**config.mk**
```make
export PLATFORM = sky130hd
export DESIGN_NAME = telnet_receive_negotiator_flat
export DESIGN_NICKNAME = d
export VERILOG_FILES = /design/src/hw/rtl/tnrn_pkg.sv /design/src/hw/rtl/tnrn_ifs.sv /design/src/hw/rtl/tnrn_front.sv /design/src/hw/rtl/tnrn_queue.sv /design/src/hw/rtl/tnrn_back.sv /design/src/hw/rtl/telnet_receive_negotiator.sv /design/src/flat_wrapper.sv
export VERILOG_INCLUDE_DIRS = /design/src /design/src/hw/rtl
export SDC_FILE = /design/constraint.sdc
export NUM_CORES = 1
export LEC_CHECK = 0
export ABC_AREA = 1
export BUFFER_PORTS_ARGS = -buffer_cell sky130_fd_sc_hd__buf_2
export CAP_MARGIN = 20
export CORE_UTILIZATION = 60
export DETAILED_ROUTE_END_ITERATION = 6
export PLACE_DENSITY = 0.77
export SETUP_SLACK_MARGIN = 0.05
export SYNTH_ARGS = -nofsm -noshare
export SYNTH_HDL_FRONTEND = slang
export SYNTH_SLANG_ARGS = --single-unit
```
**constraint.sdc**
```tcl
create_clock -name i_clk -period 4.62 [get_ports i_clk]
set_clock_uncertainty 0.1 [all_clocks]
set_input_delay 1.386 -clock i_clk [delete_from_list [all_inputs] [get_ports i_clk]]
set_output_delay 1.386 -clock i_clk [all_outputs]
set_load 0.02 [all_outputs]
```
**src/hw/rtl/telnet_receive_negotiator_macros.svh**
```systemverilog
// Assertion macros shared by the telnet receive negotiator RTL.
// Expects i_clk and i_rst_n in the scope where a macro is used.
`ifndef TELNET_RECEIVE_NEGOTIATOR_MACROS_SVH
`define TELNET_RECEIVE_NEGOTIATOR_MACROS_SVH

// Same-cycle implication, disabled while reset is low.
`define TNRN_ASSERT_NOW(label, ante, cons) \
    label: assert property (@(posedge i_clk) disable iff (!i_rst_n) (ante) |-> (cons)) \
        else $error("tnrn: assertion failed");

// Next-cycle implication, disabled while reset is low.
`define TNRN_ASSERT_NXT(label, ante, cons) \
    label: assert property (@(posedge i_clk) disable iff (!i_rst_n) (ante) |=> (cons)) \
        else $error("tnrn: assertion failed");

`endif

```
**src/hw/rtl/tnrn_pkg.sv**
```systemverilog
// Package for the telnet receive negotiator: protocol codes, action record,
// queue status and the opening-offer table. No dependencies.
package tnrn_pkg;

    localparam logic [7:0] TN_IAC  = 8'd255;
    localparam logic [7:0] TN_DONT = 8'd254;
    localparam logic [7:0] TN_DO   = 8'd253;
    localparam logic [7:0] TN_WONT = 8'd252;
    localparam logic [7:0] TN_WILL = 8'd251;
    localparam logic [7:0] TN_SB   = 8'd250;
    localparam logic [7:0] TN_SE   = 8'd240;

    localparam logic [7:0] OPT_BINARY  = 8'd0;
    localparam logic [7:0] OPT_ECHO    = 8'd1;
    localparam logic [7:0] OPT_SGA     = 8'd3;
    localparam logic [7:0] OPT_COMPORT = 8'd44;

    localparam logic [7:0] CH_ESC = 8'd27;
    localparam logic [7:0] CH_SQR = 8'd91;

    // printable window: DATA_LO <= byte < DATA_HI
    localparam logic [7:0] DATA_LO = 8'd3;
    localparam logic [7:0] DATA_HI = 8'd127;

    // option bits after a new connection: local SGA/ECHO/BINARY, remote SGA/BINARY
    localparam logic [31:0] OFFER_LOCAL  = 32'h0000_000B;
    localparam logic [31:0] OFFER_REMOTE = 32'h0000_0009;

    localparam int REPLY_LEN = 3;
    localparam int OFFER_LEN = 15;

    localparam int TNRN_QUEUE_AW = 2;

    typedef enum logic [1:0] {
        ACT_DATA  = 2'd0,
        ACT_REPLY = 2'd1,
        ACT_OFFER = 2'd2
    } t_act_kind;

    typedef struct packed {
        t_act_kind  kind;
        logic [7:0] verb;
        logic [7:0] val;
    } t_action;

    typedef struct packed {
        logic full;
        logic empty;
    } t_q_status;

    function automatic logic [7:0] offer_byte(input logic [3:0] idx);
        logic [7:0] b;
        b = TN_IAC;
        unique case (idx)
            4'd1:    b = TN_WILL;
            4'd2:    b = OPT_SGA;
            4'd4:    b = TN_DO;
            4'd5:    b = OPT_SGA;
            4'd7:    b = TN_WILL;
            4'd8:    b = OPT_ECHO;
            4'd10:   b = TN_WILL;
            4'd11:   b = OPT_BINARY;
            4'd13:   b = TN_DO;
            4'd14:   b = OPT_BINARY;
            default: b = TN_IAC;
        endcase
        return b;
    endfunction

endpackage

```
**src/hw/rtl/tnrn_ifs.sv**
```systemverilog
// Valid/ready channel interfaces of the telnet receive negotiator.
// Depends on nothing.
interface tnrn_in_if;
    logic       valid;
    logic       ready;
    logic       cmd;
    logic [7:0] rx_byte;

    modport source (output valid, cmd, rx_byte, input ready);
    modport sink   (input valid, cmd, rx_byte, output ready);
endinterface

interface tnrn_out_if;
    logic       valid;
    logic       ready;
    logic       dest;
    logic [7:0] out_byte;
    logic       last;

    modport source (output valid, dest, out_byte, last, input ready);
    modport sink   (input valid, dest, out_byte, last, output ready);
endinterface

```
**src/hw/rtl/tnrn_front.sv**
```systemverilog
// Front end: accepts network bytes, runs the telnet parser and option bits,
// and pushes one action per producing byte. Uses tnrn_pkg, tnrn_in_if.
module tnrn_front
    import tnrn_pkg::*;
(
    input  logic          i_clk,
    input  logic          i_rst_n,
    tnrn_in_if.sink       i_in,
    input  t_q_status     i_q_status,
    output logic          o_push,
    output t_action       o_act
);

    typedef enum logic [12:0] {
        PS_DATA       = 13'h0001,
        PS_IAC        = 13'h0002,
        PS_DONT       = 13'h0004,
        PS_DO         = 13'h0008,
        PS_WONT       = 13'h0010,
        PS_WILL       = 13'h0020,
        PS_SB_ID      = 13'h0040,
        PS_SB         = 13'h0080,
        PS_SB_IAC     = 13'h0100,
        PS_ESC        = 13'h0200,
        PS_ESC_SQR    = 13'h0400,
        PS_BAD_SB     = 13'h0800,
        PS_BAD_SB_IAC = 13'h1000
    } t_parse_state;

    t_parse_state r_state, n_state;
    logic [31:0]  r_local, n_local;
    logic [31:0]  r_remote, n_remote;
    logic         r_binary, n_binary;

    logic         accept;
    logic [7:0]   c;
    logic         neg_valid, neg_local, neg_set;
    logic [31:0]  neg_bits;
    logic         push;
    t_action      act;

    assign i_in.ready = i_rst_n && !i_q_status.full;
    assign accept     = i_in.valid && i_in.ready;
    assign c          = i_in.rx_byte;

    always_comb begin
        n_state   = r_state;
        n_local   = r_local;
        n_remote  = r_remote;
        n_binary  = r_binary;
        neg_valid = 1'b0;
        neg_local = 1'b0;
        neg_set   = 1'b0;
        neg_bits  = r_remote;
        push      = 1'b0;
        act       = '{kind: ACT_DATA, verb: 8'd0, val: c};
        if (i_in.cmd) begin
            n_state  = PS_DATA;
            n_local  = OFFER_LOCAL;
            n_remote = OFFER_REMOTE;
            n_binary = 1'b0;
            push     = 1'b1;
            act.kind = ACT_OFFER;
        end else begin
            unique case (r_state)
                PS_DATA: begin
                    if (c == TN_IAC) begin
                        n_state = PS_IAC;
                    end else if (r_binary || (c >= DATA_LO && c < DATA_HI)) begin
                        push = 1'b1;
                    end else if (c == CH_ESC) begin
                        n_state = PS_ESC;
                    end
                end
                PS_IAC: begin
                    priority if (c == TN_DONT) n_state = PS_DONT;
                    else if (c == TN_DO)       n_state = PS_DO;
                    else if (c == TN_WONT)     n_state = PS_WONT;
                    else if (c == TN_WILL)     n_state = PS_WILL;
                    else if (c == TN_SB)       n_state = PS_SB_ID;
                    else                       n_state = PS_DATA;
                end
                PS_DONT: begin
                    neg_valid = 1'b1;
                    neg_local = 1'b1;
                    n_state   = PS_DATA;
                end
                PS_DO: begin
                    neg_valid = 1'b1;
                    neg_local = 1'b1;
                    neg_set   = (c == OPT_SGA) || (c == OPT_ECHO) || (c == OPT_BINARY);
                    n_state   = PS_DATA;
                end
                PS_WONT: begin
                    neg_valid = 1'b1;
                    n_state   = PS_DATA;
                end
                PS_WILL: begin
                    neg_valid = 1'b1;
                    neg_set   = (c == OPT_SGA) || (c == OPT_BINARY);
                    if (c == OPT_BINARY) begin
                        n_binary = 1'b1;
                    end
                    n_state = PS_DATA;
                end
                PS_SB_ID:      n_state = (c == OPT_COMPORT) ? PS_SB : PS_BAD_SB;
                PS_SB:         if (c == TN_IAC) n_state = PS_SB_IAC;
                PS_SB_IAC:     n_state = (c == TN_SE) ? PS_DATA : PS_SB;
                PS_BAD_SB:     if (c == TN_IAC) n_state = PS_BAD_SB_IAC;
                PS_BAD_SB_IAC: n_state = (c == TN_SE) ? PS_DATA : PS_BAD_SB;
                PS_ESC:        n_state = (c == CH_SQR) ? PS_ESC_SQR : PS_DATA;
                default:       n_state = PS_DATA;
            endcase

            // option verbs: reply only when the bit actually flips, options 0..31
            neg_bits = neg_local ? r_local : r_remote;
            if (neg_valid && c[7:5] == 3'd0 && neg_bits[c[4:0]] != neg_set) begin
                push     = 1'b1;
                act.kind = ACT_REPLY;
                if (neg_local) begin
                    n_local[c[4:0]] = neg_set;
                    act.verb        = neg_set ? TN_WILL : TN_WONT;
                end else begin
                    n_remote[c[4:0]] = neg_set;
                    act.verb         = neg_set ? TN_DO : TN_DONT;
                end
            end
        end
    end

    always_ff @(posedge i_clk) begin
        if (!i_rst_n) begin
            r_state  <= PS_DATA;
            r_local  <= '0;
            r_remote <= '0;
            r_binary <= 1'b0;
        end else if (accept) begin
            r_state  <= n_state;
            r_local  <= n_local;
            r_remote <= n_remote;
            r_binary <= n_binary;
        end
    end

    assign o_push = accept && push;
    assign o_act  = act;

endmodule

```
**src/hw/rtl/tnrn_queue.sv**
```systemverilog
// Small action queue between parser and emitter, register file with
// combinational head read. Uses tnrn_pkg and the assertion macros.
`include "telnet_receive_negotiator_macros.svh"

module tnrn_queue
    import tnrn_pkg::*;
#(
    parameter int Q_AW = TNRN_QUEUE_AW
) (
    input  logic      i_clk,
    input  logic      i_rst_n,
    input  logic      i_push,
    input  t_action   i_act,
    input  logic      i_pop,
    output t_action   o_head,
    output t_q_status o_status
);

    localparam int DEPTH = 1 << Q_AW;

    t_action          r_slot [DEPTH];
    logic [Q_AW-1:0]  r_wr_ptr, r_rd_ptr;
    logic [Q_AW:0]    r_count;

    always_ff @(posedge i_clk) begin
        if (i_push) begin
            r_slot[r_wr_ptr] <= i_act;
        end
    end

    always_ff @(posedge i_clk) begin
        if (!i_rst_n) begin
            r_wr_ptr <= '0;
            r_rd_ptr <= '0;
            r_count  <= '0;
        end else begin
            if (i_push) r_wr_ptr <= r_wr_ptr + 1'b1;
            if (i_pop)  r_rd_ptr <= r_rd_ptr + 1'b1;
            r_count <= r_count + (Q_AW+1)'(i_push) - (Q_AW+1)'(i_pop);
        end
    end

    assign o_head         = r_slot[r_rd_ptr];
    assign o_status.full  = (r_count == (Q_AW+1)'(DEPTH));
    assign o_status.empty = (r_count == '0);

    `TNRN_ASSERT_NOW(a_no_overflow, i_push, r_count < (Q_AW+1)'(DEPTH))
    `TNRN_ASSERT_NOW(a_no_underflow, i_pop, r_count != '0)
    `TNRN_ASSERT_NXT(a_count_track, 1'b1, r_count == $past(r_count) + (Q_AW+1)'($past(i_push)) - (Q_AW+1)'($past(i_pop)))

endmodule

```
**src/hw/rtl/tnrn_back.sv**
```systemverilog
// Back end: expands the head action into the output register, one byte per
// cycle while not stalled. Uses tnrn_pkg, tnrn_out_if and the assertion macros.
`include "telnet_receive_negotiator_macros.svh"

module tnrn_back
    import tnrn_pkg::*;
(
    input  logic       i_clk,
    input  logic       i_rst_n,
    input  t_action    i_head,
    input  t_q_status  i_q_status,
    output logic       o_pop,
    tnrn_out_if.source o_out
);

    logic [3:0] r_idx, n_idx;
    logic       r_valid;
    logic       r_dest;
    logic [7:0] r_byte;
    logic       r_last;

    logic       load_ok, take;
    logic [7:0] cur_byte;
    logic       cur_last;

    assign load_ok = !r_valid || o_out.ready;
    assign take    = load_ok && !i_q_status.empty;

    always_comb begin
        cur_byte = i_head.val;
        cur_last = 1'b1;
        unique case (i_head.kind)
            ACT_DATA: begin
                cur_byte = i_head.val;
                cur_last = 1'b1;
            end
            ACT_REPLY: begin
                cur_byte = (r_idx == 4'd0) ? TN_IAC :
                           (r_idx == 4'd1) ? i_head.verb : i_head.val;
                cur_last = (r_idx == 4'(REPLY_LEN - 1));
            end
            ACT_OFFER: begin
                cur_byte = offer_byte(r_idx);
                cur_last = (r_idx == 4'(OFFER_LEN - 1));
            end
            default: begin
                cur_byte = i_head.val;
                cur_last = 1'b1;
            end
        endcase
    end

    assign o_pop = take && cur_last;
    assign n_idx = !take ? r_idx : (cur_last ? 4'd0 : r_idx + 4'd1);

    always_ff @(posedge i_clk) begin
        if (!i_rst_n) begin
            r_idx   <= '0;
            r_valid <= 1'b0;
        end else begin
            r_idx <= n_idx;
            if (load_ok) r_valid <= take;
        end
    end

    always_ff @(posedge i_clk) begin
        if (take) begin
            r_dest <= (i_head.kind != ACT_DATA);
            r_byte <= cur_byte;
            r_last <= cur_last;
        end
    end

    assign o_out.valid    = r_valid;
    assign o_out.dest     = r_dest;
    assign o_out.out_byte = r_byte;
    assign o_out.last     = r_last;

    `TNRN_ASSERT_NOW(a_pop_on_last, o_pop, cur_last && take)
    `TNRN_ASSERT_NOW(a_mid_action_head, r_idx != 4'd0, !i_q_status.empty && i_head.kind != ACT_DATA)
    `TNRN_ASSERT_NOW(a_idx_range, 1'b1, r_idx < 4'(OFFER_LEN))

endmodule

```
**src/hw/rtl/telnet_receive_negotiator.sv**
```systemverilog
// Top level of the telnet receive negotiator: parser front end, action
// queue, byte emitter. Uses tnrn_pkg, tnrn_ifs, tnrn_front/queue/back.
//
//   channel  dir  payload                    transfer when
//   i_in     in   cmd, rx_byte               valid && ready
//   o_out    out  dest, out_byte, last       valid && ready
//
// Flow: the front takes one byte per cycle while the queue has room; the
//   emitter sends one result byte per cycle while the output accepts it; a data
//   byte yields 1 result byte, a reply 3 and a new connection 15.
// The 2^Q_AW-entry action queue absorbs replies; input stalls only when it
//   fills behind a stalled or busy output.
// Reset: synchronous, active low; clears parser state, option bits, binary
//   mode, queue pointers and output valid. ready is low while in reset.
module telnet_receive_negotiator
    import tnrn_pkg::*;
#(
    parameter int Q_AW = TNRN_QUEUE_AW
) (
    input  logic       i_clk,
    input  logic       i_rst_n,
    tnrn_in_if.sink    i_in,
    tnrn_out_if.source o_out
);

    // front -> queue
    logic      push;
    t_action   push_act;
    // queue -> back
    t_action   head;
    logic      pop;
    t_q_status q_status;

    // parser, option bits and action classification
    tnrn_front u_front (
        .i_clk      (i_clk),
        .i_rst_n    (i_rst_n),
        .i_in       (i_in),
        .i_q_status (q_status),
        .o_push     (push),
        .o_act      (push_act)
    );

    // decouples parsing from byte emission
    tnrn_queue #(
        .Q_AW (Q_AW)
    ) u_queue (
        .i_clk    (i_clk),
        .i_rst_n  (i_rst_n),
        .i_push   (push),
        .i_act    (push_act),
        .i_pop    (pop),
        .o_head   (head),
        .o_status (q_status)
    );

    // expands each action into result bytes behind an output register
    tnrn_back u_back (
        .i_clk      (i_clk),
        .i_rst_n    (i_rst_n),
        .i_head     (head),
        .i_q_status (q_status),
        .o_pop      (pop),
        .o_out      (o_out)
    );

endmodule

```
**src/flat_wrapper.sv**
```systemverilog
// flat-port wrapper written by rule: the top's interface ports become plain ports
module telnet_receive_negotiator_flat import tnrn_pkg::*;
#(
    parameter int Q_AW = TNRN_QUEUE_AW
)
  (i_clk, i_rst_n, i_in_valid, i_in_cmd, i_in_rx_byte, i_in_ready, o_out_valid, o_out_dest, o_out_out_byte, o_out_last, o_out_ready);
  tnrn_in_if i_in_i ();
  tnrn_out_if o_out_i ();
  input  logic i_clk;
  input  logic i_rst_n;
  input wire logic [$bits(i_in_i.valid)-1:0] i_in_valid;
  input wire logic [$bits(i_in_i.cmd)-1:0] i_in_cmd;
  input wire logic [$bits(i_in_i.rx_byte)-1:0] i_in_rx_byte;
  output wire logic [$bits(i_in_i.ready)-1:0] i_in_ready;
  output wire logic [$bits(o_out_i.valid)-1:0] o_out_valid;
  output wire logic [$bits(o_out_i.dest)-1:0] o_out_dest;
  output wire logic [$bits(o_out_i.out_byte)-1:0] o_out_out_byte;
  output wire logic [$bits(o_out_i.last)-1:0] o_out_last;
  input wire logic [$bits(o_out_i.ready)-1:0] o_out_ready;
  assign i_in_i.valid = i_in_valid;
  assign i_in_i.cmd = i_in_cmd;
  assign i_in_i.rx_byte = i_in_rx_byte;
  assign i_in_ready = i_in_i.ready;
  assign o_out_valid = o_out_i.valid;
  assign o_out_dest = o_out_i.dest;
  assign o_out_out_byte = o_out_i.out_byte;
  assign o_out_last = o_out_i.last;
  assign o_out_i.ready = o_out_ready;
  telnet_receive_negotiator #(.Q_AW(Q_AW)) u_core (.i_clk(i_clk), .i_rst_n(i_rst_n), .i_in(i_in_i), .o_out(o_out_i));
endmodule
```
### Word-level counts from Yosys, hierarchy flattened

Memory sizes are Yosys's and may differ from the RTL's. A register that Yosys moved wholly into a read port is not among the register bits.
Index checks and enable logic that the tools add are counted.

| word-level totals | value |
|---|---|
| output and inout port bits | 12 |
| memories kept | 2 |
| bits in read-only memories | 128 |
| flip-flop bits (word level) | 100 |
| memory bits (writable) | 72 |
| bits of input ports | 13 |
| logic and storage cells | 151 |

Memories:

| name | depth | bits a word | read ports | clocked after Yosys merged registers in | write ports | line | source |
|---|---|---|---|---|---|---|---|
| (name not given) | 16 | 8 | 1 | 1 | 0 | tnrn_pkg.sv:54 | `unique case (idx)` |
| u_core.u_queue.r_slot | 4 | 18 | 1 | 1 | 1 | tnrn_queue.sv:21 | `t_action r_slot [DEPTH];` |

| cells by class | value |
|---|---|
| eq/ne operators | 36 |
| mux-type cells | 60 |
| $lt $le $gt $ge | 4 |
| reductions and logical operators | 32 |
| $add $sub $neg | 5 |

Operators with widths:

| kind | count |
|---|---|
| 2-to-1 mux 32 bit | 7 |
| case mux 13 bit (8 select lines) | 1 |
| 2-to-1 mux 13 bit | 6 |
| bitwise mux 32 bit | 2 |
| == test 8 bit (second input constant) | 7 |
| 2-to-1 mux 7 bit | 5 |
| 2-to-1 mux 8 bit | 4 |
| 2-to-1 mux 12 bit | 2 |
| 2-to-1 mux 1 bit | 17 |
| case mux 8 bit (2 select lines) | 1 |
| == test 13 x 1 -> 1 bit (second input constant) | 1 |
| == test 13 x 10 -> 1 bit (second input constant) | 1 |
| == test 13 x 12 -> 1 bit (second input constant) | 1 |
| == test 13 bit (second input constant) | 1 |
| == test 13 x 2 -> 1 bit (second input constant) | 1 |
| == test 13 x 3 -> 1 bit (second input constant) | 1 |
| == test 13 x 4 -> 1 bit (second input constant) | 1 |
| == test 13 x 5 -> 1 bit (second input constant) | 1 |
| == test 13 x 6 -> 1 bit (second input constant) | 1 |
| == test 13 x 7 -> 1 bit (second input constant) | 1 |
| == test 13 x 8 -> 1 bit (second input constant) | 1 |
| == test 13 x 9 -> 1 bit (second input constant) | 1 |
| 2-to-1 mux 4 bit | 3 |
| 2-to-1 mux 11 bit | 1 |
| other kinds (40) | 69 |

### Longest topological paths before layout

Gate-level depths: netlist of the first run.

| logic depth | value |
|---|---|
| depth in word-level cells | 14 |
| depth in mapped cells | 26 |
| depth with buffers taken out | 25 |

### Hierarchy

Synthesis of the first run repeated with hierarchy kept, for this count alone.

| second synthesis, totals | value |
|---|---|
| cell total of the unflattened synthesis | 1112 |
| area total of the unflattened synthesis | 9041.2 µm² |

Modules (own cells, without submodules):

| module | times used | sequential area each (µm²) | cells each | area an instance (µm²) |
|---|---|---|---|---|
| tnrn_front | 1 | 1561.5 | 690 | 4459.3 |
| tnrn_queue | 1 | 2342.2 | 266 | 3303.2 |
| tnrn_back | 1 | 480.5 | 156 | 1278.7 |

### Worst setup path after synthesis of the first run

No wires, ideal clock.

| timing path | value |
|---|---|
| kind | input to register |
| from | input i_in_rx_byte[0] |
| to | register u_core.u_queue.r_count[2] |
| stages on the path | 19 |
| data required time | 4396 ps |
| library setup time | 124 ps |
| buffers on the path | 1 |
| arrival | 3992 ps |
| setup slack | 404 ps |
| path through | inv_1 > nor2_1 > buf_2 > inv_1 > o21ai_0 > nor2_1 > inv_1 > nand3_1 > nand3_4 > nand3_1 > nand2_1 > ha_1 > inv_1 > ha_1 > inv_1 > fa_1 > xor2_1 > o21ai_0 > a21oi_1 |

| between the ends | value |
|---|---|
| longest elaborated chain between the ends | 12 |
| elaborated cells on any way between the ends | 25 |
| classes of those cells | add/sub: 2; order compare: 2; eq/ne: 4; mux: 9; reduce/logical: 8 |

RTL lines:

| item | line | source |
|---|---|---|
| start: declaration | flat_wrapper.sv:13 | `input wire logic [$bits(i_in_i.rx_byte)-1:0] i_in_rx_byte;` |
| parallel branches: the longest is 7 deep, another holds greater-or-equal comparator 8 x 2 -> 1 bit | n/a |  |
| 2-to-1 mux 1 bit * | tnrn_front.sv:117 | `if (neg_valid && c[7:5] == 3'd0 && neg_bits[c[4:0]] != neg_set) begin` |
| 2-to-1 mux 1 bit * | tnrn_front.sv:57 | `if (i_in.cmd) begin` |
| logical AND 1 bit * | tnrn_front.sv:145 | `assign o_push = accept && push;` |
| adder 3 x 1 -> 3 bit * | tnrn_queue.sv:39 | `r_count <= r_count + (Q_AW+1)'(i_push) - (Q_AW+1)'(i_pop);` |
| subtractor 3 x 1 -> 3 bit * | tnrn_queue.sv:39 |  |
| end signal: assignment | tnrn_queue.sv:39 |  |
| end: declaration | tnrn_queue.sv:23 | `logic [Q_AW:0] r_count;` |

Mark *: on every way between the ends. The select of a mux whose other input is x is not followed.
A chain may end at the register's enable or synchronous reset.

### Final worst setup path of the first run

Same ends and word-level chain as after synthesis.

==> results of run 1 <==
-- power by group --
group / total [uW] / switching (uW) / internal (uW)
sequential: 1650 / 52.0 / 1600
clock: 1330 / 545 / 788
combinational: 1110 / 749 / 356
total: 4090 / 1350 / 2740
-- worst reg2reg max path: cells and delay by family, from the launching register on --
kind                     cells  cell delay [ns]
AND/OR/NAND/NOR             15             1.58
buffers and inverters        4             0.48
XOR/XNOR                     1             0.16
flip-flops                   1             0.37
AO/OA/AOI/OAI                2             0.24
adder cells (fa/ha/maj)      3             0.76
-- cell usage in the layout (no fill, tap or decap), types with 17 or more instances in the layout --
cell	count
nand2_1	142
nor2_1	136
inv_1	117
dfxtp_1	96
a21oi_1	92
nand3_1	81
edfxtp_1	62
o21ai_0	54
nor3_1	41
buf_4	29
buf_2	24
o21ai_1	20
ha_1	19
clkbuf_16	17
-- cells by family after synthesis --
| kind of cell | share of synthesized area (%) |
|---|---|
| AOI/OAI and AO/OA | 13.5 |
| and+or+nand+nor | 25.3 |
| DFF | 48.5 |
| buffers and inverters | 8.97 |
| adders and majority gates | 3.31 |
| xor gates and xnor gates | 0.449 |
-- flip-flops by register name (all words and copies together), names as in the netlist, named ones only --
register                      cells
u_core.u_back.o_out.dest          1
u_core.u_back.o_out.last          1
u_core.u_back.o_out.out_byte      8
u_core.u_back.o_out.valid         1
u_core.u_back.r_idx               4
u_core.u_front.r_binary           1
u_core.u_front.r_local           32
u_core.u_front.r_remote          32
u_core.u_front.r_state           13
u_core.u_queue.r_count            3
u_core.u_queue.r_rd_ptr           2
u_core.u_queue.r_slot            52
u_core.u_queue.r_wr_ptr           2
-- area by class of cell --
type                            instances  area (um2)
Inverter                              123         462
Clock inverter                         12         118
Tap cell                              172         215
Timing Repair Buffer                   55         378
Fill cell                            1077        3960
Clock buffer                           20         437
Multi-Input combinational cell        659        3320
Sequential cell                       158        3780
-- worst paths after layout --
check / cells past startpoint / endpoint / slack (ns)
worst max-delay path: 20 / u_core.u_queue.r_count[2] / 0.47
worst min-delay path: 2 / u_core.u_front.r_remote[21] / 0.33
worst max register to register: 25 / u_core.u_queue.r_count[2] / 0.82
worst min register to register: 2 / u_core.u_front.r_remote[21] / 0.33
-- per-layer routing --
metal	vias up	GRT usage (%)
li1	3360	-
met1	3139	35.7
met2	258	50.8
met3	68	5.39
met4	0	15.5
met5	-	0
-- what timing repair did --
item,in CTS,in global routing
hold buffers,0,0
setup endpoints to repair,0,1
resized for setup,0,1
buffers inserted,0,1
-- stage by stage --
stage	instance area (um2)	utilization, %	total power [uW]
2_1_floorplan	7800	-	2480
3_3_place_gp	8150	64.3	2750
3_5_place_dp	8150	64.3	2770
4_1_cts	8700	68.7	4100
5_1_grt	8710	68.8	4320
6_report	8710	68.8	4090
==> impl_metrics.csv, run 1 <==
group,metric,value,unit
critical_path,critPathRequiredTime,4.83,ns
critical_path,critPathMaxStageDelay,0.38,ns
critical_path,r2r_start,"u_core.u_front.r_state[12]",
final_layout,area_growth_syn_to_layout,11.7,%
synthesis,synth_cell_types,38,
final_layout,num_antenna_cells,0,
synthesis,synth_edf_count,62,
global_route,grt_max_degree,69,
synthesis,ys_top_cells_by_area,"dfxtp_1, edfxtp_1, nand2_1",
routing,dr_total_vias,6825,
timing,timing.hold.ws,0.335,ns
final_layout,final_nets,1047,
routing,drt_first_pass_iters,6,
die,core,12700,um2
timing,period_needed,4.15,ns
synthesis,synth_async_sr_flop_share,0,%
clocking,clk_latency,0.43,ns
timing,fmax,241,MHz
synthesis,ys.warnings.count,0,
critical_path,critPathBufInv,7,
clocking,clock_sinks,158,
synthesis,synth_ff_type,"dfxtp_1",
clocking,htreeDepth,4,
placement,hpwl,12400,um
timing,fin_crit_sh,89.9,%
critical_path,path_class,"input pin to register",
synthesis,syn_area,7800,um2
synthesis,synth_top_area_share,24.6,%
timing,finalMaxSlewViolations,0,
power_and_ir_drop,power.density,469,nW/um2
synthesis,synth_area_leader_cell,"dfxtp_1",
die,fp-row-count,41,
synthesis,seq_area_frac_synth,48.5,%
routing,drt_wl_total,18600,um
worst_hold_path,worstHoldStart,"u_core.u_front.r_remote[21]",
routing,drc,0,
die,start_util,61.5,%
power_and_ir_drop,leakage,0.00341,uW
die,fp.dieArea,13500,um2
routing,ant_nets,0,
synthesis,synth_nets,1017,
placement,place_inst,1166,
routing,dr.first_iter.drc_count,818,
routing,wl_per_cell,15.5,um
critical_path,path_cells,"buf_2 > inv_1 > nor2_1 > buf_4 > inv_1 > o21ai_0 > nor2_1 > buf_4 > nand2_2 > nand3_4 > nand3_2 > nand2_1 > ha_1 > inv_1 > ha_1 > inv_1 > fa_1 > xor2_1 > o21ai_0 > a21oi_1",
placement,place_congestion,0.921,
timing,finalWorstSetupSlack,0.467,ns
timing,worstMarginPinSlew,0.737,ns
synthesis,yosysMostFrequentCell,"nand2_1",
die,die_h,116,um
die,die_width,116,um
synthesis,synth_commonest_cells,"nand2_1, nor2_1, inv_1",
power_and_ir_drop,ir_worst_vdd,0.241,mV
synthesis,syn-instance-count,984,
placement,dp_worst_setup_slack,0.0822,ns
timing,relSlewSlack,50.8,%
clocking,cts_tree,"built",
final_layout,final_layout_size_suffix_gt1_share,10.4,%
synthesis,synth_seq_cells,158,
critical_path,worst_path_max_delay_cell,"fa_1",
worst_hold_path,holdCritPathClass,"register to register",
routing,wl_met2,9130,um
global_route,grt_pass1_vias,6410,
critical_path,critPathTopFamily,"buffers and inverters",
placement,io_buffers,24,
die,top_level_ports,25,
timing,fin_tns_setup,0,ns
critical_path,endpoint_kind,"register",
timing,hold_viol_final,0,
final_layout,fin_cells,1199,
routing,wl_met1,7590,um
global_route,grt_usage,29.7,%
timing,setup_viol,0,
global_route,grt_pass1_wl,30600,um
routing,top_layer,"met4",
critical_path,worstPathArrival,4.37,ns
clocking,root_buffer,"clkbuf_16",
critical_path,critPathMostFrequentCell,"inv_1",
clocking,clkTransAtPathRegs,0.06,ns
timing,grt_setup_unrepaired,"false",
status,status,"complete, no violations",
synthesis,syn_area_per_cell,7.93,um2
run,maxCapViolCount,0,
clocking,clockBufferDepth,2,
routing,vias_per_cell,5.69,
critical_path,crit_fanout,17,
routing,met3_wirelength,1160,um
global_route,grt_overflow,0,
critical_path,cp-start-kind,"input pin",
clocking,numCtsBuffers,17,
global_route,antenna_found_initial,0,
critical_path,startpoint,"i_in_rx_byte[0]",
No activity file was read; power rests on OpenSTA's default activity.
==> run 2: changes to the inputs <==
- ABC_AREA: 1 -> unset
- CORE_ASPECT_RATIO: unset -> 1.5
- CORE_UTILIZATION: 60 -> 42
- PLACE_DENSITY: 0.77 -> unset
==> impl_metrics.csv, run 2 <==
group,metric,value,unit
synthesis,yosysMostFrequentCell,"nand2_1",
power_and_ir_drop,power.density,426,nW/um2
critical_path,worst_path_max_delay_cell,"o41ai_4",
routing,drc,0,
synthesis,syn-instance-count,743,
worst_hold_path,holdCritPathClass,"register to register",
critical_path,crit_fanout,18,
timing,fmax,222,MHz
global_route,grt_usage,22.0,%
clocking,cts_tree,"built",
critical_path,critPathMostFrequentCell,"inv_1",
final_layout,reg_top3,"u_core.u_queue.r_slot x52, u_core.u_front.r_local x32, u_core.u_front.r_remote x32",
synthesis,syn_area_per_cell,9.99,um2
synthesis,synth_nets,776,
routing,wl_per_cell,18.4,um
final_layout,regMostFlops,"u_core.u_queue.r_slot",
clocking,clk_latency,0.43,ns
final_layout,area_growth_syn_to_layout,21.5,%
placement,io_buffers,24,
synthesis,ys_top_cells_by_area,"dfxtp_1, edfxtp_1, nand2_1",
clocking,clockBufferDepth,2,
final_layout,final_nets,862,
synthesis,synth_edf_count,62,
critical_path,r2r_start,"u_core.u_front.r_state[10]",
global_route,antenna_found_initial,0,
run,maxCapViolCount,0,
critical_path,reg2reg_depth,19,
final_layout,fin_cells,1055,
routing,dr_total_vias,6034,
routing,ant_nets,0,
die,die_h,165,um
power_and_ir_drop,ir_worst_vdd,0.308,mV
worst_hold_path,hold-path-cell-count,2,
timing,worstMarginPinSlew,1.09,ns
worst_hold_path,worstHoldStart,"u_core.u_front.r_remote[10]",
die,core,17300,um2
die,start_util,42.8,%
final_layout,final_common_cell,"nand2_1",
synthesis,seq_area_frac_synth,51.0,%
critical_path,r2r_setup_slack,0.21,ns
global_route,grt_max_degree,61,
clocking,clock_sinks,158,
worst_hold_path,whs_endpoint,"u_core.u_front.r_remote[10]",
routing,vias_per_cell,5.72,
power_and_ir_drop,power,3840,uW
clocking,htreeDepth,4,
die,fp.dieArea,18200,um2
synthesis,synth_seq_cells,158,
critical_path,critPathMaxStageDelay,0.42,ns
final_layout,final_cell_mix,"nand2_1, dfxtp_1, a21oi_1",
clocking,root_buffer,"clkbuf_16",
global_route,grt_pass1_wl,31000,um
synthesis,synth_area_leader_cell,"dfxtp_1",
synthesis,syn_area,7420,um2
final_layout,post-route-cell-area,9020,um2
critical_path,critPathRequiredTime,4.83,ns
placement,place_congestion,0.978,
critical_path,cp-start-kind,"input pin",
routing,drt_wl_total,19400,um
routing,drt_first_pass_iters,5,
critical_path,timing.rr.end,"u_core.u_queue.r_count[2]",
placement,place_inst,1018,
critical_path,worstPathArrival,4.72,ns
synthesis,ys.warnings.count,0,
timing,hold_viol_final,0,
power_and_ir_drop,leakage,0.00338,uW
synthesis,synth_async_sr_flop_share,0,%
clocking,hold_buffers,0,
final_layout,largest_register_ffs,52,
critical_path,endpoint_kind,"register",
die,fp-row-count,59,
critical_path,path_cells,"buf_12 > nand2b_4 > o22ai_1 > a211o_1 > o31ai_2 > a41oi_2 > a2111oi_4 > nor3_2 > o41ai_4 > inv_1 > ha_1 > inv_1 > ha_1 > inv_1 > fa_2 > xnor2_2 > xnor2_1 > and2_1",
timing,relSlewSlack,27.5,%
timing,finalMaxSlewViolations,0,
timing,grt_setup_unrepaired,"true",
global_route,grt_overflow,0,
synthesis,synth_top_area_share,25.9,%
synthesis,synth_commonest_cells,"nand2_1, dfxtp_1, a21oi_1",
die,top_level_ports,25,
timing,fin_crit_sh,97.6,%
final_layout,final_core_util,52.0,%
timing,setup_viol,0,
global_route,grt_pass1_vias,6001,
status,status,"complete, no violations",
routing,dr.first_iter.drc_count,373,
critical_path,critPathTopFamily,"compound AO/OA/AOI/OAI gates",
placement,hpwl,14300,um
critical_path,path_class,"input pin to register",
die,die_width,111,um
clocking,numCtsBuffers,17,
clocking,clkTransAtPathRegs,0.07,ns
final_layout,num_antenna_cells,0,
critical_path,critPathBufInv,4,
placement,postPlaceCellArea,8340,um2
final_layout,final_layout_size_suffix_gt1_share,22.2,%
synthesis,synth_ff_type,"dfxtp_1",
synthesis,synth_cell_types,69,
timing,period_needed,4.51,ns
==> run 2: changes by cell type after synthesis, moves of 16 or more <==
cell and delta:
nor2_1 -97, o21ai_1 -19, nand3_1 -63, inv_1 -95
nand2_1 -17, nor2b_1 +16, mux4_2 +16, o21ai_0 -40
==> run 2: logic make-up (layout without fill, tap and decap cells) <==
| kind of cell | after synthesis | in the layout | share of synthesized area (%) |
|---|---|---|---|
| AO/OA/AOI/OAI | 161 | 161 | 13.7 |
| flip-flops | 158 | 158 | 51.0 |
| buffers and inverters | 59 | 158 | 3.12 |
| adder cells (fa/ha/maj) | 20 | 20 | 3.47 |
| XOR/XNOR | 10 | 10 | 1.18 |
| AND/OR/NAND/NOR | 299 | 299 | 19.9 |
| multiplexers | 36 | 36 | 7.67 |
==> run 2: timing repair <==
| action | CTS | global route |
|---|---|---|
| buffers inserted | 1 | 4 |
| gates resized for setup | 2 | 11 |
| endpoints found under the setup margin | 1 | 1 |
| pin swaps | 1 | 9 |
==> run 2: stage by stage <==
stage               TNS (ns)  setup slack [ns]  hold slack, ns
global route         -0.0285           -0.0285           0.346
finish                     0             0.110           0.335
floorplan             -0.136            -0.136           0.307
global placement      -0.574            -0.377           0.317
detailed placement    -0.860            -0.496           0.319
CTS                        0            0.0969           0.331
==> run 2: metal layers <==
metal	GRT usage [%]	vias up	part of all wire [%]
li1	-	2874	-
met1	22.6	2933	38
met2	41.6	179	55
met3	4.62	48	3.7
met4	11.6	0	3.8
met5	0	-	0
==> run 2: worst min-delay path, delay by kind of cell (launching register included) <==
family,cells,cell delay (ns)
DFF,1,0.31
and+or+nand+nor,1,0.05
AOI/OAI and AO/OA,1,0.03
==> run 2: cell type report <==
class                           instances  area (um2)
Clock inverter                         15         156
Inverter                               22        82.6
Fill cell                            1501        8330
Tap cell                              213         267
Clock buffer                           17         425
Timing Repair Buffer                  104         788
Multi-Input combinational cell        526        3510
Sequential cell                       158        3780
==> run 2: where the power goes <==
| group | internal [uW] | switching (uW) |
|---|---|---|
| sequential | 1580 | 46.9 |
| combinational | 345 | 495 |
| clock | 761 | 608 |
==> run 2: worst max-delay path by stage <==
stage                                     end            start  cells after the start  slack (ns)
detailed placement  u_core.u_queue.r_count[2]  i_in_rx_byte[1]                     17       -0.50
floorplan           u_core.u_queue.r_count[2]  i_in_rx_byte[1]                     19       -0.14
CTS                 u_core.u_queue.r_count[2]  i_in_rx_byte[1]                     17         0.1
global placement    u_core.u_queue.r_count[2]  i_in_rx_byte[0]                     17       -0.38
global route        u_core.u_queue.r_count[2]  i_in_rx_byte[0]                     19       -0.03
finish              u_core.u_queue.r_count[2]  i_in_rx_byte[1]                     18        0.11
==> run 3: changes to the inputs <==
- REMOVE_ABC_BUFFERS: unset -> 1
==> impl_metrics.csv, run 3 (same netlist as run 2, synthesis figures left out) <==
group,metric,value,unit
clocking,htreeDepth,4,
critical_path,critPathBufInv,6,
global_route,grt_pass1_wl,32000,um
power_and_ir_drop,p_clk_share,38.0,%
final_layout,multi_input_area,3530,um2
global_route,grt_max_degree,51,
clocking,clkTransAtPathRegs,0.06,ns
final_layout,num_antenna_cells,0,
critical_path,worstPathArrival,4.67,ns
final_layout,regMostFlops,"u_core.u_queue.r_slot",
worst_hold_path,holdCritPathClass,"register to register",
final_layout,post-route-cell-area,9130,um2
timing,relSlewSlack,31.8,%
final_layout,final_nets,865,
routing,ant_nets,0,
routing,dr_total_vias,6050,
placement,postPlaceCellArea,8330,um2
clocking,root_buffer,"clkbuf_16",
critical_path,endpoint_kind,"register",
timing,fmax,225,MHz
placement,place_congestion,0.903,
die,die_h,165,um
global_route,grt_usage,22.9,%
power_and_ir_drop,switchingPower,1130,uW
global_route,grt_pass1_vias,6180,
routing,wl_per_cell,19.2,um
global_route,antenna_found_initial,0,
critical_path,path_class,"input pin to register",
final_layout,area_growth_syn_to_layout,22.9,%
power_and_ir_drop,swShare,28.0,%
timing,fin_crit_sh,96.3,%
status,status,"complete, no violations",
critical_path,critPathTopFamily,"compound AO/OA/AOI/OAI gates",
power_and_ir_drop,power.density,440,nW/um2
power_and_ir_drop,p_int,2890,uW
routing,vias_per_cell,5.72,
routing,dr.first_iter.drc_count,345,
die,fp.dieArea,18200,um2
final_layout,n_fill_cell,1556,
global_route,grt_overflow,0,
timing,finalWorstSetupSlack,0.169,ns
final_layout,fin_cells,1058,
timing,period_needed,4.45,ns
critical_path,path_cells,"buf_4 > buf_4 > nor2_1 > buf_4 > a31oi_1 > o211ai_1 > a311oi_2 > nor3_2 > o41ai_4 > inv_1 > ha_1 > inv_1 > ha_1 > inv_1 > fa_2 > xnor2_1 > xnor2_1 > and2_1",
die,fp-row-count,59,
timing,timing.hold.ws,0.332,ns
die,top_level_ports,25,
routing,drt_wl_total,20300,um
clocking,clockBufferDepth,2,
placement,place_inst,1022,
critical_path,worst_path_max_delay_cell,"o41ai_4",
die,start_util,42.8,%
timing,grt_setup_unrepaired,"false",
clocking,cts_tree,"built",
timing,setup_viol,0,
clocking,numCtsBuffers,17,
power_and_ir_drop,combPwrFrac,21.3,%
die,core,17300,um2
timing,worstMarginPinSlew,1.02,ns
power_and_ir_drop,power_frac_seq,40.6,%
placement,dp_worst_setup_slack,-0.539,ns
final_layout,register_area,3780,um2
final_layout,reg_top3,"u_core.u_queue.r_slot x52, u_core.u_front.r_local x32, u_core.u_front.r_remote x32",
final_layout,final_cell_mix,"nand2_1, dfxtp_1, a21oi_1",
routing,drc,0,
placement,hpwl,15200,um
critical_path,critPathMaxStageDelay,0.38,ns
critical_path,critPathRequiredTime,4.84,ns
critical_path,cp-start-kind,"input pin",
clocking,clock_sinks,158,
final_layout,final_layout_size_suffix_gt1_share,22.4,%
critical_path,crit_fanout,11,
final_layout,final_common_cell,"nand2_1",
timing,hold_viol_final,0,
placement,io_buffers,24,
routing,drt_first_pass_iters,5,
clocking,clk_latency,0.43,ns
power_and_ir_drop,leakage,0.00343,uW
run,maxCapViolCount,0,
power_and_ir_drop,ir_worst_vdd,0.331,mV
die,die_width,111,um
final_layout,final_core_util,52.6,%
timing,finalMaxSlewViolations,0,
final_layout,largest_register_ffs,52,
==> run 3: area by class of cell <==
type	count	area share [%]
inverters	22	0.905
flip-flops and latches	158	41.5
repair buffers	107	9.01
clock buffers	19	4.74
multi-input cells	526	38.6
clock inverters	13	2.32
well taps	213	2.92
==> run 3: timing repair <==
action,in CTS,in global routing
cloned,0,0
setup endpoints to repair,1,2
gates resized for setup,12,17
pin swaps,6,8
setup buffers,0,4
hold buffers,0,0
==> run 3: final timing paths <==
kind	startpoint	endpoint	slack (ns)	cells past startpoint
worst max-delay path	i_in_rx_byte[0]	u_core.u_queue.r_count[2]	0.17	18
worst min-delay path	u_core.u_front.r_remote[8]	u_core.u_front.r_remote[8]	0.33	2
worst max register to register	u_core.u_front.r_state[4]	u_core.u_queue.r_count[2]	0.29	18
worst min register to register	u_core.u_front.r_remote[8]	u_core.u_front.r_remote[8]	0.33	2
==> run 3: metrics by stage <==
step	total power, uW	TNS [ns]
after floorplan	2200	-0.762
after global placement	2480	-0.563
after detailed placement	2510	-0.998
after CTS	4040	0
after global routing	4190	0
final	4020	0
==> run 3: power by group through the flow <==
| stage | registers [uW] | clock network, uW | logic [uW] |
|---|---|---|---|
| CTS | 1640 | 1550 | 853 |
| global route | 1640 | 1610 | 935 |
| finish | 1630 | 1530 | 858 |
| floorplan | 1740 | 0 | 468 |
| detailed placement | 1670 | 0 | 846 |
| global placement | 1660 | 0 | 819 |
==> run 3: worst min-delay path: stages, from the launching register on <==
cell     delay [ns]
dfxtp_1        0.31
nand2_1        0.05
a21oi_1        0.03
==> run 3: routing by layer <==
| layer | vias up | share of wire [%] | track usage (%) |
|---|---|---|---|
| li1 | 2870 | - | - |
| met5 | - | 0 | 0 |
| met1 | 2939 | 36 | 22.3 |
| met4 | 0 | 5.2 | 14.2 |
| met3 | 62 | 3.5 | 4.18 |
| met2 | 179 | 55 | 44.2 |
